### config.mk
export PLATFORM = sky130hd
export DESIGN_NAME = calendar_date_difference_top
export DESIGN_NICKNAME = d
export VERILOG_FILES = /design/src/cdd_pkg.sv /design/src/cdd_lane.sv /design/src/cdd_merge.sv /design/src/calendar_date_difference_top.sv
export SDC_FILE = /design/constraint.sdc
export NUM_CORES = 1
export LEC_CHECK = 0
export BUFFER_PORTS_ARGS = -buffer_cell sky130_fd_sc_hd__buf_2
export CELL_PAD_IN_SITES_DETAIL_PLACEMENT = 1
export CELL_PAD_IN_SITES_GLOBAL_PLACEMENT = 1
export CORE_MARGIN = 2
export CORE_UTILIZATION = 57
export CTS_BUF_LIST = sky130_fd_sc_hd__clkbuf_4
export CTS_CLUSTER_DIAMETER = 60
export DETAILED_ROUTE_END_ITERATION = 12
export GPL_TIMING_DRIVEN = 0
export PLACE_DENSITY_LB_ADDON = 0.1
export SYNTH_ARGS = -nofsm -noshare
export SYNTH_HDL_FRONTEND = slang
export SYNTH_SLANG_ARGS = --single-unit
### constraint.sdc
create_clock -name clk -period 16.8 [get_ports clk]
set_clock_uncertainty 0.1 [all_clocks]
set_input_delay 1.68 -clock clk [delete_from_list [all_inputs] [get_ports clk]]
set_output_delay 1.68 -clock clk [all_outputs]
set_load 0.005 [all_outputs]
### src/cdd_pkg.sv
// Shared types, constants and calendar tables for the date difference block.
package cdd_pkg;

  // Field widths
  localparam int YEAR_W = 14;
  localparam int MON_W  = 7;
  localparam int DAY_W  = 7;
  localparam int DIFF_W = 23;
  localparam int STAT_W = 2;
  localparam int DNUM_W = 24;  // signed day number
  localparam int MOFF_W = 9;   // month offset, at most 337
  localparam int CORR_W = 13;  // leap correction y/4 - y/100 + y/400
  localparam int PROD_W = 27;  // year times reciprocal of 100

  // Status codes
  localparam logic [STAT_W-1:0] ST_VALID = 2'd0;
  localparam logic [STAT_W-1:0] ST_MONTH = 2'd1;
  localparam logic [STAT_W-1:0] ST_DAY   = 2'd2;

  // Division by 100 via reciprocal: exact for years below 2^14
  localparam logic [12:0] RECIP100    = 13'd5243;
  localparam int          RECIP_SHIFT = 19;
  localparam logic [23:0] DAYS_YEAR   = 24'd365;

  // Saturation bounds of the result
  localparam logic signed [24:0] DIFF_HI = 25'sd4194303;
  localparam logic signed [24:0] DIFF_LO = -25'sd4194304;

  typedef struct packed {
    logic [YEAR_W-1:0] first_year;
    logic [MON_W-1:0]  first_month;
    logic [DAY_W-1:0]  first_day;
    logic [YEAR_W-1:0] second_year;
    logic [MON_W-1:0]  second_month;
    logic [DAY_W-1:0]  second_day;
  } date_pair_t;

  typedef struct packed {
    logic signed [DIFF_W-1:0] difference_days;
    logic [STAT_W-1:0]        first_status;
    logic [STAT_W-1:0]        second_status;
  } diff_res_t;

  // What one lane hands to the merge stage
  typedef struct packed {
    logic [STAT_W-1:0]        status;
    logic signed [DNUM_W-1:0] day_num;
  } lane_res_t;

  // Longest day of a month, Feb taken as 29
  function automatic logic [4:0] month_len(input logic [3:0] m);
    logic [4:0] len;
    case (m)
      4'd1, 4'd3, 4'd5, 4'd7, 4'd8, 4'd10, 4'd12: len = 5'd31;
      4'd4, 4'd6, 4'd9, 4'd11:                    len = 5'd30;
      4'd2:                                       len = 5'd29;
      default:                                    len = 5'd0;
    endcase
    return len;
  endfunction

  // (mm*306+5)/10 for the March-based month 0..11
  function automatic logic [MOFF_W-1:0] month_off(input logic [3:0] mm);
    logic [MOFF_W-1:0] off;
    case (mm)
      4'd0:    off = 9'd0;
      4'd1:    off = 9'd31;
      4'd2:    off = 9'd61;
      4'd3:    off = 9'd92;
      4'd4:    off = 9'd122;
      4'd5:    off = 9'd153;
      4'd6:    off = 9'd184;
      4'd7:    off = 9'd214;
      4'd8:    off = 9'd245;
      4'd9:    off = 9'd275;
      4'd10:   off = 9'd306;
      4'd11:   off = 9'd337;
      default: off = 9'd0;
    endcase
    return off;
  endfunction

endpackage

### src/cdd_lane.sv
// One date lane: validation and day number, three register stages.
module cdd_lane (
  input  logic                       clk,
  input  logic                       en,
  input  logic [cdd_pkg::YEAR_W-1:0] year,
  input  logic [cdd_pkg::MON_W-1:0]  month,
  input  logic [cdd_pkg::DAY_W-1:0]  day,
  output cdd_pkg::lane_res_t         res
);
  import cdd_pkg::*;

  // Stage 1 signals
  logic              m_bad, d_bad, feb29, early;
  logic [3:0]        mm;
  logic [YEAR_W-1:0] yd_c;

  logic              s1_m_bad, s1_d_bad, s1_feb29, s1_neg, s1_yzero, s1_y4;
  logic [YEAR_W-1:0] s1_yd;
  logic [PROD_W-1:0] s1_prod;
  logic [MOFF_W-1:0] s1_moff;
  logic [DAY_W-1:0]  s1_day;

  // Stage 2 signals
  logic [7:0]               q100;
  logic [YEAR_W-1:0]        rem_full;
  logic                     leap;
  logic [STAT_W-1:0]        status_c;
  logic signed [DNUM_W-1:0] y365_c;
  logic [CORR_W-1:0]        corr_c;

  logic [STAT_W-1:0]        s2_status;
  logic signed [DNUM_W-1:0] s2_y365;
  logic [CORR_W-1:0]        s2_corr;
  logic [MOFF_W-1:0]        s2_moff;
  logic [DAY_W-1:0]         s2_day;

  // Stage 1: range checks, month shift, reciprocal product for y/100
  always_comb begin
    m_bad = (month == '0) || (month > MON_W'(12));
    d_bad = (day == '0) || (day > DAY_W'(month_len(month[3:0])));
    feb29 = (month == MON_W'(2)) && (day == DAY_W'(29));
    early = (month <= MON_W'(2));
    mm    = early ? (month[3:0] + 4'd9) : (month[3:0] - 4'd3);
    if (early && (year != '0)) begin
      yd_c = year - YEAR_W'(1);
    end else if (early) begin
      yd_c = '0;
    end else begin
      yd_c = year;
    end
  end

  always_ff @(posedge clk) begin
    if (en) begin
      s1_m_bad <= m_bad;
      s1_d_bad <= d_bad;
      s1_feb29 <= feb29;
      s1_neg   <= early && (year == '0);
      s1_yzero <= (year == '0);
      s1_y4    <= (year[1:0] == 2'b00);
      s1_yd    <= yd_c;
      s1_prod  <= PROD_W'(yd_c) * PROD_W'(RECIP100);
      s1_moff  <= month_off(mm);
      s1_day   <= day;
    end
  end

  // Stage 2: quotients, leap test on the decremented year, status
  always_comb begin
    q100     = s1_prod[PROD_W-1:RECIP_SHIFT];
    rem_full = s1_yd - YEAR_W'(q100) * YEAR_W'(100);
    // Feb 29 only: y%100==0 <=> (y-1)%100==99, y%400==0 also needs q%4==3
    leap = s1_yzero ||
           (s1_y4 && !((rem_full[6:0] == 7'd99) && (q100[1:0] != 2'b11)));
    if (s1_m_bad) begin
      status_c = ST_MONTH;
    end else if (s1_d_bad || (s1_feb29 && !leap)) begin
      status_c = ST_DAY;
    end else begin
      status_c = ST_VALID;
    end
    if (s1_neg) begin
      y365_c = -DNUM_W'(365);
      corr_c = '0;
    end else begin
      y365_c = signed'(DNUM_W'(s1_yd) * DAYS_YEAR);
      corr_c = CORR_W'(s1_yd >> 2) - CORR_W'(q100) + CORR_W'(q100 >> 2);
    end
  end

  always_ff @(posedge clk) begin
    if (en) begin
      s2_status <= status_c;
      s2_y365   <= y365_c;
      s2_corr   <= corr_c;
      s2_moff   <= s1_moff;
      s2_day    <= s1_day;
    end
  end

  // Stage 3: day number sum
  always_ff @(posedge clk) begin
    if (en) begin
      res.status  <= s2_status;
      res.day_num <= s2_y365 + signed'(DNUM_W'(s2_corr))
                   + signed'(DNUM_W'(s2_moff)) + signed'(DNUM_W'(s2_day));
    end
  end

endmodule

### src/cdd_merge.sv
// Merge stage: subtract day numbers, saturate, zero on an invalid date.
module cdd_merge (
  input  logic               clk,
  input  logic               en,
  input  cdd_pkg::lane_res_t first,
  input  cdd_pkg::lane_res_t second,
  output cdd_pkg::diff_res_t res
);
  import cdd_pkg::*;

  logic signed [DNUM_W:0]   diff_wide;
  logic signed [DIFF_W-1:0] diff_c;

  always_comb begin
    diff_wide = {first.day_num[DNUM_W-1], first.day_num}
              - {second.day_num[DNUM_W-1], second.day_num};
    if ((first.status != ST_VALID) || (second.status != ST_VALID)) begin
      diff_c = '0;
    end else if (diff_wide > DIFF_HI) begin
      diff_c = DIFF_HI[DIFF_W-1:0];
    end else if (diff_wide < DIFF_LO) begin
      diff_c = DIFF_LO[DIFF_W-1:0];
    end else begin
      diff_c = diff_wide[DIFF_W-1:0];
    end
  end

  // Output register
  always_ff @(posedge clk) begin
    if (en) begin
      res.difference_days <= diff_c;
      res.first_status    <= first.status;
      res.second_status   <= second.status;
    end
  end

endmodule

### src/calendar_date_difference_top.sv
// Top level of the date difference block: two date lanes and a merge stage.
//
//   channel | handshake               | payload
//   --------+-------------------------+----------------------------------
//   input   | date_valid / date_ready | date (cdd_pkg::date_pair_t)
//   output  | diff_valid / diff_ready | diff (cdd_pkg::diff_res_t)
//
// One beat per cycle sustained while the output is taken; the pipe has three lane
// stages, then the merge register, which is the output register.
// The two dates run in separate lanes; the merge stage joins them.
// Reset (rst, synchronous) clears the stage valid bits only.
// When the output beat is held, the whole pipe holds and date_ready drops;
// an empty output register or a taken beat lets every stage advance.
module calendar_date_difference_top (
  input  logic                clk,
  input  logic                rst,
  input  logic                date_valid,
  output logic                date_ready,
  input  cdd_pkg::date_pair_t date,
  output logic                diff_valid,
  input  logic                diff_ready,
  output cdd_pkg::diff_res_t  diff
);
  import cdd_pkg::*;

  logic      advance;
  logic [3:0] vld;
  lane_res_t first_res, second_res;

  assign advance    = !vld[3] || diff_ready;
  assign date_ready = advance;
  assign diff_valid = vld[3];

  // Stage valid bits
  always_ff @(posedge clk) begin
    if (rst) begin
      vld <= '0;
    end else if (advance) begin
      vld <= {vld[2:0], date_valid};
    end
  end

  cdd_lane u_lane_first (
    .clk   (clk),
    .en    (advance),
    .year  (date.first_year),
    .month (date.first_month),
    .day   (date.first_day),
    .res   (first_res)
  );

  cdd_lane u_lane_second (
    .clk   (clk),
    .en    (advance),
    .year  (date.second_year),
    .month (date.second_month),
    .day   (date.second_day),
    .res   (second_res)
  );

  cdd_merge u_merge (
    .clk    (clk),
    .en     (advance),
    .first  (first_res),
    .second (second_res),
    .res    (diff)
  );

`ifndef ASSERT_OFF
  // An invalid date always yields a zero difference
  a_zero_on_invalid: assert property (@(posedge clk) disable iff (rst)
    diff_valid && ((diff.first_status != ST_VALID) ||
                   (diff.second_status != ST_VALID))
    |-> (diff.difference_days == '0))
    else $error("nonzero difference with an invalid date");

  // A taken input beat enters the first stage
  a_beat_enters: assert property (@(posedge clk) disable iff (rst)
    date_valid && date_ready |=> vld[0])
    else $error("accepted beat lost at stage one");

  // A held output beat freezes the pipe valid bits
  a_stall_holds: assert property (@(posedge clk) disable iff (rst)
    diff_valid && !diff_ready |=> $stable(vld))
    else $error("pipe moved during output stall");
`endif

endmodule
=== Word level (Yosys, flattened, before mapping) ===
Memory sizes are Yosys's and may differ from the RTL's. A register that Yosys moved wholly into a read port is not among the register bits.
Cells that the tools add are included.

* Reductions and logical operators: 40
* Muxes and demuxes: 12
* Magnitude comparators: 8
* Equality and inequality tests: 8
* $mul: 6
* Add/subtract/negate cells: 19

{| class="wikitable"
|+ Operator list
! cell !! count
|-
| two-way mux 14 bit || 4
|-
| multiplier 14 x 13 -> 27 bit, second input constant || 2
|-
| adder 24 x 10 -> 24 bit || 2
|-
| adder 24 x 14 -> 24 bit || 2
|-
| adder 24 x 8 -> 24 bit || 2
|-
| two-way mux 24 bit || 2
|-
| multiplier 14 x 9 -> 23 bit, second input constant || 2
|-
| zero test 14 bit || 2
|-
| zero test 7 bit || 4
|-
| nonzero test 14 bit || 2
|-
| subtractor 14 x 1 -> 14 bit, second input constant || 2
|-
| adder 13 x 6 -> 13 bit || 2
|-
| subtractor 12 x 8 -> 13 bit || 2
|-
| greater-than comparator 25 x 23 -> 1 bit, second input constant || 1
|-
| < comparator 25 x 23 -> 1 bit, second input constant || 1
|-
| subtractor 24 x 24 -> 25 bit || 1
|-
| two-way mux 23 bit || 1
|-
| two-way mux 22 bit || 1
|-
| multiplier 8 x 5 -> 5 bit, second input constant || 2
|-
| == test 7 x 2 -> 1 bit, second input constant || 2
|-
| == test 7 x 5 -> 1 bit, second input constant || 2
|-
| == test 7 bit, second input constant || 2
|-
| greater-than comparator 7 x 4 -> 1 bit, second input constant || 2
|-
| greater-than comparator 7 x 5 -> 1 bit || 2
|-
| other kinds (13) || 46
|}

* ROM bits: 448
* Register bits after elaboration: 301
* Memories kept: 4
* Word-level logic and storage cells: 136
* Bits of input ports: 60

{| class="wikitable"
|+ Memory list
! memory !! depth !! bits a word !! rd ports !! clocked after memory_dff !! wr ports !! line !! source
|-
| (no name shown) || 16 || 9 || 1 || 1 || 0 || cdd_pkg.sv:65 || <nowiki>case (mm)</nowiki>
|-
| (no name shown) || 16 || 9 || 1 || 1 || 0 || cdd_pkg.sv:65 ||
|-
| (no name shown) || 16 || 5 || 1 || 0 || 0 || cdd_pkg.sv:53 || <nowiki>case (m)</nowiki>
|-
| (no name shown) || 16 || 5 || 1 || 0 || 0 || cdd_pkg.sv:53 ||
|}

=== Longest topological paths before layout ===
* Depth after elaboration: 11
* Mapped depth: 32

=== Hierarchy ===
Synthesis repeated with hierarchy kept, for this count alone.

* Cells, all modules: 2658
* Area total of the unflattened synthesis: 28253.3 um^2

{| class="wikitable"
|+ Modules (own cells, without submodules)
! module !! instances !! area each (um^2) !! sequential area each (um^2) !! cells an instance
|-
| cdd_lane (u_lane_second) || 1 || 13060.0 || 3753.6 || 1224
|-
| cdd_lane (u_lane_first) || 1 || 12582.1 || 3753.6 || 1162
|-
| cdd_merge || 1 || 2442.3 || 810.8 || 257
|-
| calendar_date_difference_top || 1 || 168.9 || 80.1 || 15
|}

=== Least setup slack after synthesis ===
OpenSTA, ideal clock, no wires.

* Path kind: input port to output port
* From: in diff_ready
* To: out date_ready
* Path buffers: 1
* Data required time: 15.020 ns
* Cell stages on the path: 2
* Path slack: 5.569 ns
* Arrival time: 9.451 ns
* Path through: nand2b_1 -> clkbuf_1

* Cells in the longest elaborated chain, start to end: 1

{| class="wikitable"
|+ RTL lines
! what !! line !! source
|-
| start, declared || calendar_date_difference_top.sv:21 || <nowiki>input logic diff_ready,</nowiki>
|-
| logical OR 1 bit || calendar_date_difference_top.sv:30 || <nowiki>assign advance = !vld[3] || diff_ready;</nowiki>
|-
| end, declared || calendar_date_difference_top.sv:18 || <nowiki>output logic date_ready,</nowiki>
|}

Every way passes these cells.

=== Worst setup path after layout ===
* From: in date[42] (netlist name)
* To: reg u_lane_first.s1_prod[26] (data pin)

* Cells in the longest elaborated chain, start to end: 4
* Elaborated cells on any way between the ends: 6

{| class="wikitable"
|+ RTL lines
! what !! line !! source
|-
| start, declared || calendar_date_difference_top.sv:19 || <nowiki>input cdd_pkg::date_pair_t date,</nowiki>
|-
| parallel branches: the longest is 2 deep, another holds subtractor 14 x 1 -> 14 bit || -- ||
|-
| two-way mux 14 bit (*) || cdd_lane.sv:44 || <nowiki>if (early && (year != '0)) begin</nowiki>
|-
| net u_lane_first.yd_c[12] || cdd_lane.sv:15 || <nowiki>logic [YEAR_W-1:0] yd_c;</nowiki>
|-
| multiplier 14 x 13 -> 27 bit (*) || cdd_lane.sv:62 || <nowiki>s1_prod <= PROD_W'(yd_c) * PROD_W'(RECIP100);</nowiki>
|-
| end signal, assigned || cdd_lane.sv:62 ||
|-
| end, declared || cdd_lane.sv:19 || <nowiki>logic [PROD_W-1:0] s1_prod;</nowiki>
|}

Mark *: on every way through the listed nets, which the timed path passes.
A chain may end at the register's enable or synchronous reset.

==> summary.txt <==
Synth
  – Synth area leaders: edfxtp_1 30%, ha_1 19%, fa_1 18%
  – #FFs+latches synth: 281
  – Post-Syn Area: about 27,000 sq um
  – Post-synthesis instance total: 2,551
  – Seq/Total Area, Yosys: 0.307
  – Most used DFF post-synth: edfxtp_1
  – Number of synthesized flops with an enable pin: 277
  – Syn Nets: about 3,300
  – Share of the synthesized area in the top cell type: 0.304
  – Synth Area in Simple Gates: 0.0974
  – Area leader, netlist: edfxtp_1
  – Synth Area in Compound Gates: 0.0925
  – Syn avg cell area: 10.7 sq um
  – Post-synthesis adder-cell area fraction: 0.368
  – Yosys warns: 0
  – Mux cell area share after synthesis: 0.00348
  – Synth Area in XOR/XNOR: 0.0591
  – Largest family of logic cells by synthesized area: adder cells
  – Yosys cell types: slightly above 90
  – Async S/R FF share, synth: 0

Cells and area
  – Fin nets: 3,432
  – Area delta synth->final: 8.03%
  – Layout cells sized above 1: 0.0954
  – Fill cells: slightly above 5,000

Clock network
  – Skew-Pair Late Insertion Delay: 810 ps
  – Root Buffer: clkbuf_4
  – Setup Fix Bufs, Post-CTS: 0
  – Clock slew at reported path FFs: 70 ps
  – CTS Sinks: 281
  – CTS tree: yes
  – Clock tree buffer depth: 3
  – Resize count post-CTS: 0
  – Hold buffers post-CTS: 0
  – TritonCTS Buffers: 73
  – H-tree levels: 3

Power and ir drop
  – Comb pwr share: 0.684
  – Peak supply drop: about 0.13 mV
  – Sw frac: 0.466
  – Leak: 14.4 nW
  – Internal power: 0.00315 W
  – Switching Power: 0.00275 W
  – Sequential group share of total power: 0.214
  – Total Power: 0.00591 W
  – Clock power share: 0.102
  – Power Density: approximately 200 nW/um^2

Placed design
  – Detailed placer's ending HPWL: 55,800 microns
  – RePlAce Congestion: just under 0.9
  – Port Buffers: 84

Floorplanning
  – I/O Pins: 89
  – Initial core utilization: 0.575
  – Die Area: 49,800 sq um
  – Die width: approximately 220 microns
  – Core Area: 47,500 sq um
  – Site row count: 80
  – Chip Height: 223 microns

Flow run
  – Max Cap Violations: 0

Global routing
  – Initial antenna violation count: 2
  – GRT overflow: 0
  – Gr usage total: 0.277
  – Largest net degree at the start of global routing: 74
  – Vias in the first global route: 21,400
  – First-pass GRT wire length: ~110,000 microns

Worst setup path
  – Worst setup SP type: input pin
  – Crit-path max FO: 10
  – Worst path max stage delay: 590 ps
  – Worst r2r path cells: 16
  – Worst Path Arrival: 9490 ps
  – Slowest cell on crit path: fa_1
  – WS Path Type: input pin to flop
  – Crit end category: flop
  – CP required: 17,240 ps

Routing
  – Iteration-0 DRC Markers: 1,013
  – DRC Markers: 0
  – Routed WL: 66,800 microns
  – WL per Instance: about 20 microns
  – Pre-antenna DRT Iters: 5
  – DR vias/cell: 5.62
  – Post-DRT Antenna Nets: 0
  – Vias: about 19,000

STA
  – RSZ-0062 raised after global routing: false
  – Tmin final: roughly 9100 ps
  – Fmax: 110 MHz
  – # setup viols final: 0
  – Period utilization: 0.539
  – Setup TNS: 0 ps
  – Slew @ Worst Pin: 954 ps
  – Max_slew headroom: 0.362
  – Final Max Tran Viols: 0
  – Final hold viol count: 0

Status
  – Outcome: finished, final reports clean

Min path
  – Hold Crit Depth: 0
  – Class of the worst hold path: flop to flop
-- final timing paths --
kind                            slack (ps)                    from                         to
worst min-delay path                   320  u_lane_first.s1_day[4]     u_lane_first.s2_day[4]
worst max register to register       11550  u_lane_second.s1_yd[5]  u_lane_second.s2_y365[21]
worst max-delay path                  7750                date[42]   u_lane_first.s1_prod[26]
worst min register to register         320  u_lane_first.s1_day[4]     u_lane_first.s2_day[4]
-- area by class of cell --
type	count	area, sq um	share of cell area
Multi-Input combinational cell	1753	17000	0.575
Sequential cell	281	8400	0.284
Inverter	479	1800	0.0608
Tap cell	615	769	0.0260
Clock buffer	93	698	0.0236
Timing Repair Buffer	88	531	0.0180
Clock inverter	24	191	0.00648
Buffer	38	184	0.00622
Antenna cell	1	2.50	0.0000847
-- routing by layer --
layer	wire, microns	GRT usage
met1	27700	0.338
met2	35200	0.511
met3	2300	0.0307
met4	1530	0.0929
met5	0	0
-- cells in the mapped netlist, drive strengths merged, types with 6 or more instances --
library cell,number
inv,479
nor3b,7
o21ai,70
o21bai,23
o31a,6
nand2b,44
or4,6
nand2,100
and2,12
xnor2,121
o21a,18
nor3,48
a21o,54
o211ai,13
edfxtp,277
xor2,62
or3,17
a21oi,125
ha,417
a21boi,7
nor2b,38
a31oi,14
buf,13
a211oi,7
or2,17
nand4,10
and3,18
nor4,10
clkbuf,25
nor2,134
nand3,38
fa,241
-- stage by stage --
step / instance area [sq um] / util / std cells / setup WS (ps) / hold slack, ps
3_5_place_dp: 28700 / 0.603 / 3254 / 6980 / 307
5_1_grt: 29600 / 0.622 / 3372 / 7330 / 325
2_1_floorplan: 27400 / - / 2551 / 5570 / 300
6_report: 29600 / 0.622 / 3372 / 7750 / 321
3_3_place_gp: 28500 / 0.600 / 3250 / 2190 / 302
4_1_cts: 29600 / 0.622 / 3371 / 7800 / 317
-- power groups by stage --
| stage | clock network (W) | registers [W] | logic [W] |
|---|---|---|---|
| after floorplan | 0 | 0.00123 | 0.00293 |
| after global placement | 0 | 0.00126 | 0.00370 |
| after detailed placement | 0 | 0.00128 | 0.00401 |
| after CTS | 0.000620 | 0.00127 | 0.00406 |
| after global routing | 0.000645 | 0.00128 | 0.00457 |
| final | 0.000601 | 0.00126 | 0.00404 |
-- cells in the final DEF (no fill, tap or decap), drive strengths merged, types with 5 or more instances in the layout --
cell type / instances
a211oi: 7
a21boi: 7
a21o: 54
a21oi: 125
a31o: 5
a31oi: 14
and2: 12
and3: 18
buf: 101
clkbuf: 118
clkinv: 18
edfxtp: 277
fa: 241
ha: 417
inv: 480
mux2i: 5
nand2: 100
nand2b: 44
nand3: 38
nand4: 10
nor2: 134
nor2b: 38
nor3: 48
nor3b: 7
nor4: 10
o211ai: 13
o21a: 18
o21ai: 70
o21bai: 23
o31a: 6
o41ai: 5
or2: 17
or3: 17
or4: 6
xnor2: 121
xor2: 62
-- cell families (layout without fill, tap and decap cells) --
kind of cell             Yosys count  count (layout)
flip-flops                       281             281
adder cells (fa/ha/maj)          661             661
multiplexers                       9               9
buffers and inverters            517             722
AO/OA/AOI/OAI                    389             389
XOR/XNOR                         183             183
other                              0               1
AND/OR/NAND/NOR                  511             511
-- flip-flops by register name, summed over array words and instances (netlist names), 13 cells and up --
name / count
u_merge.res: 27
u_lane_first.res: 26
u_lane_second.res: 26
u_lane_first.s2_y365: 24
u_lane_second.s2_y365: 24
u_lane_first.s1_yd: 13
u_lane_first.s2_corr: 13
u_lane_second.s1_yd: 13
u_lane_second.s2_corr: 13
-- worst max-delay path, delay by kind of cell --
kind	cells	cell delay (ps)
and+or+nand+nor	5	1340
buffers and inverters	8	1010
AOI/OAI and AO/OA	8	2320
adders and majority gates	7	3070
xor gates and xnor gates	1	80
Power figures use the tool's default switching activity.
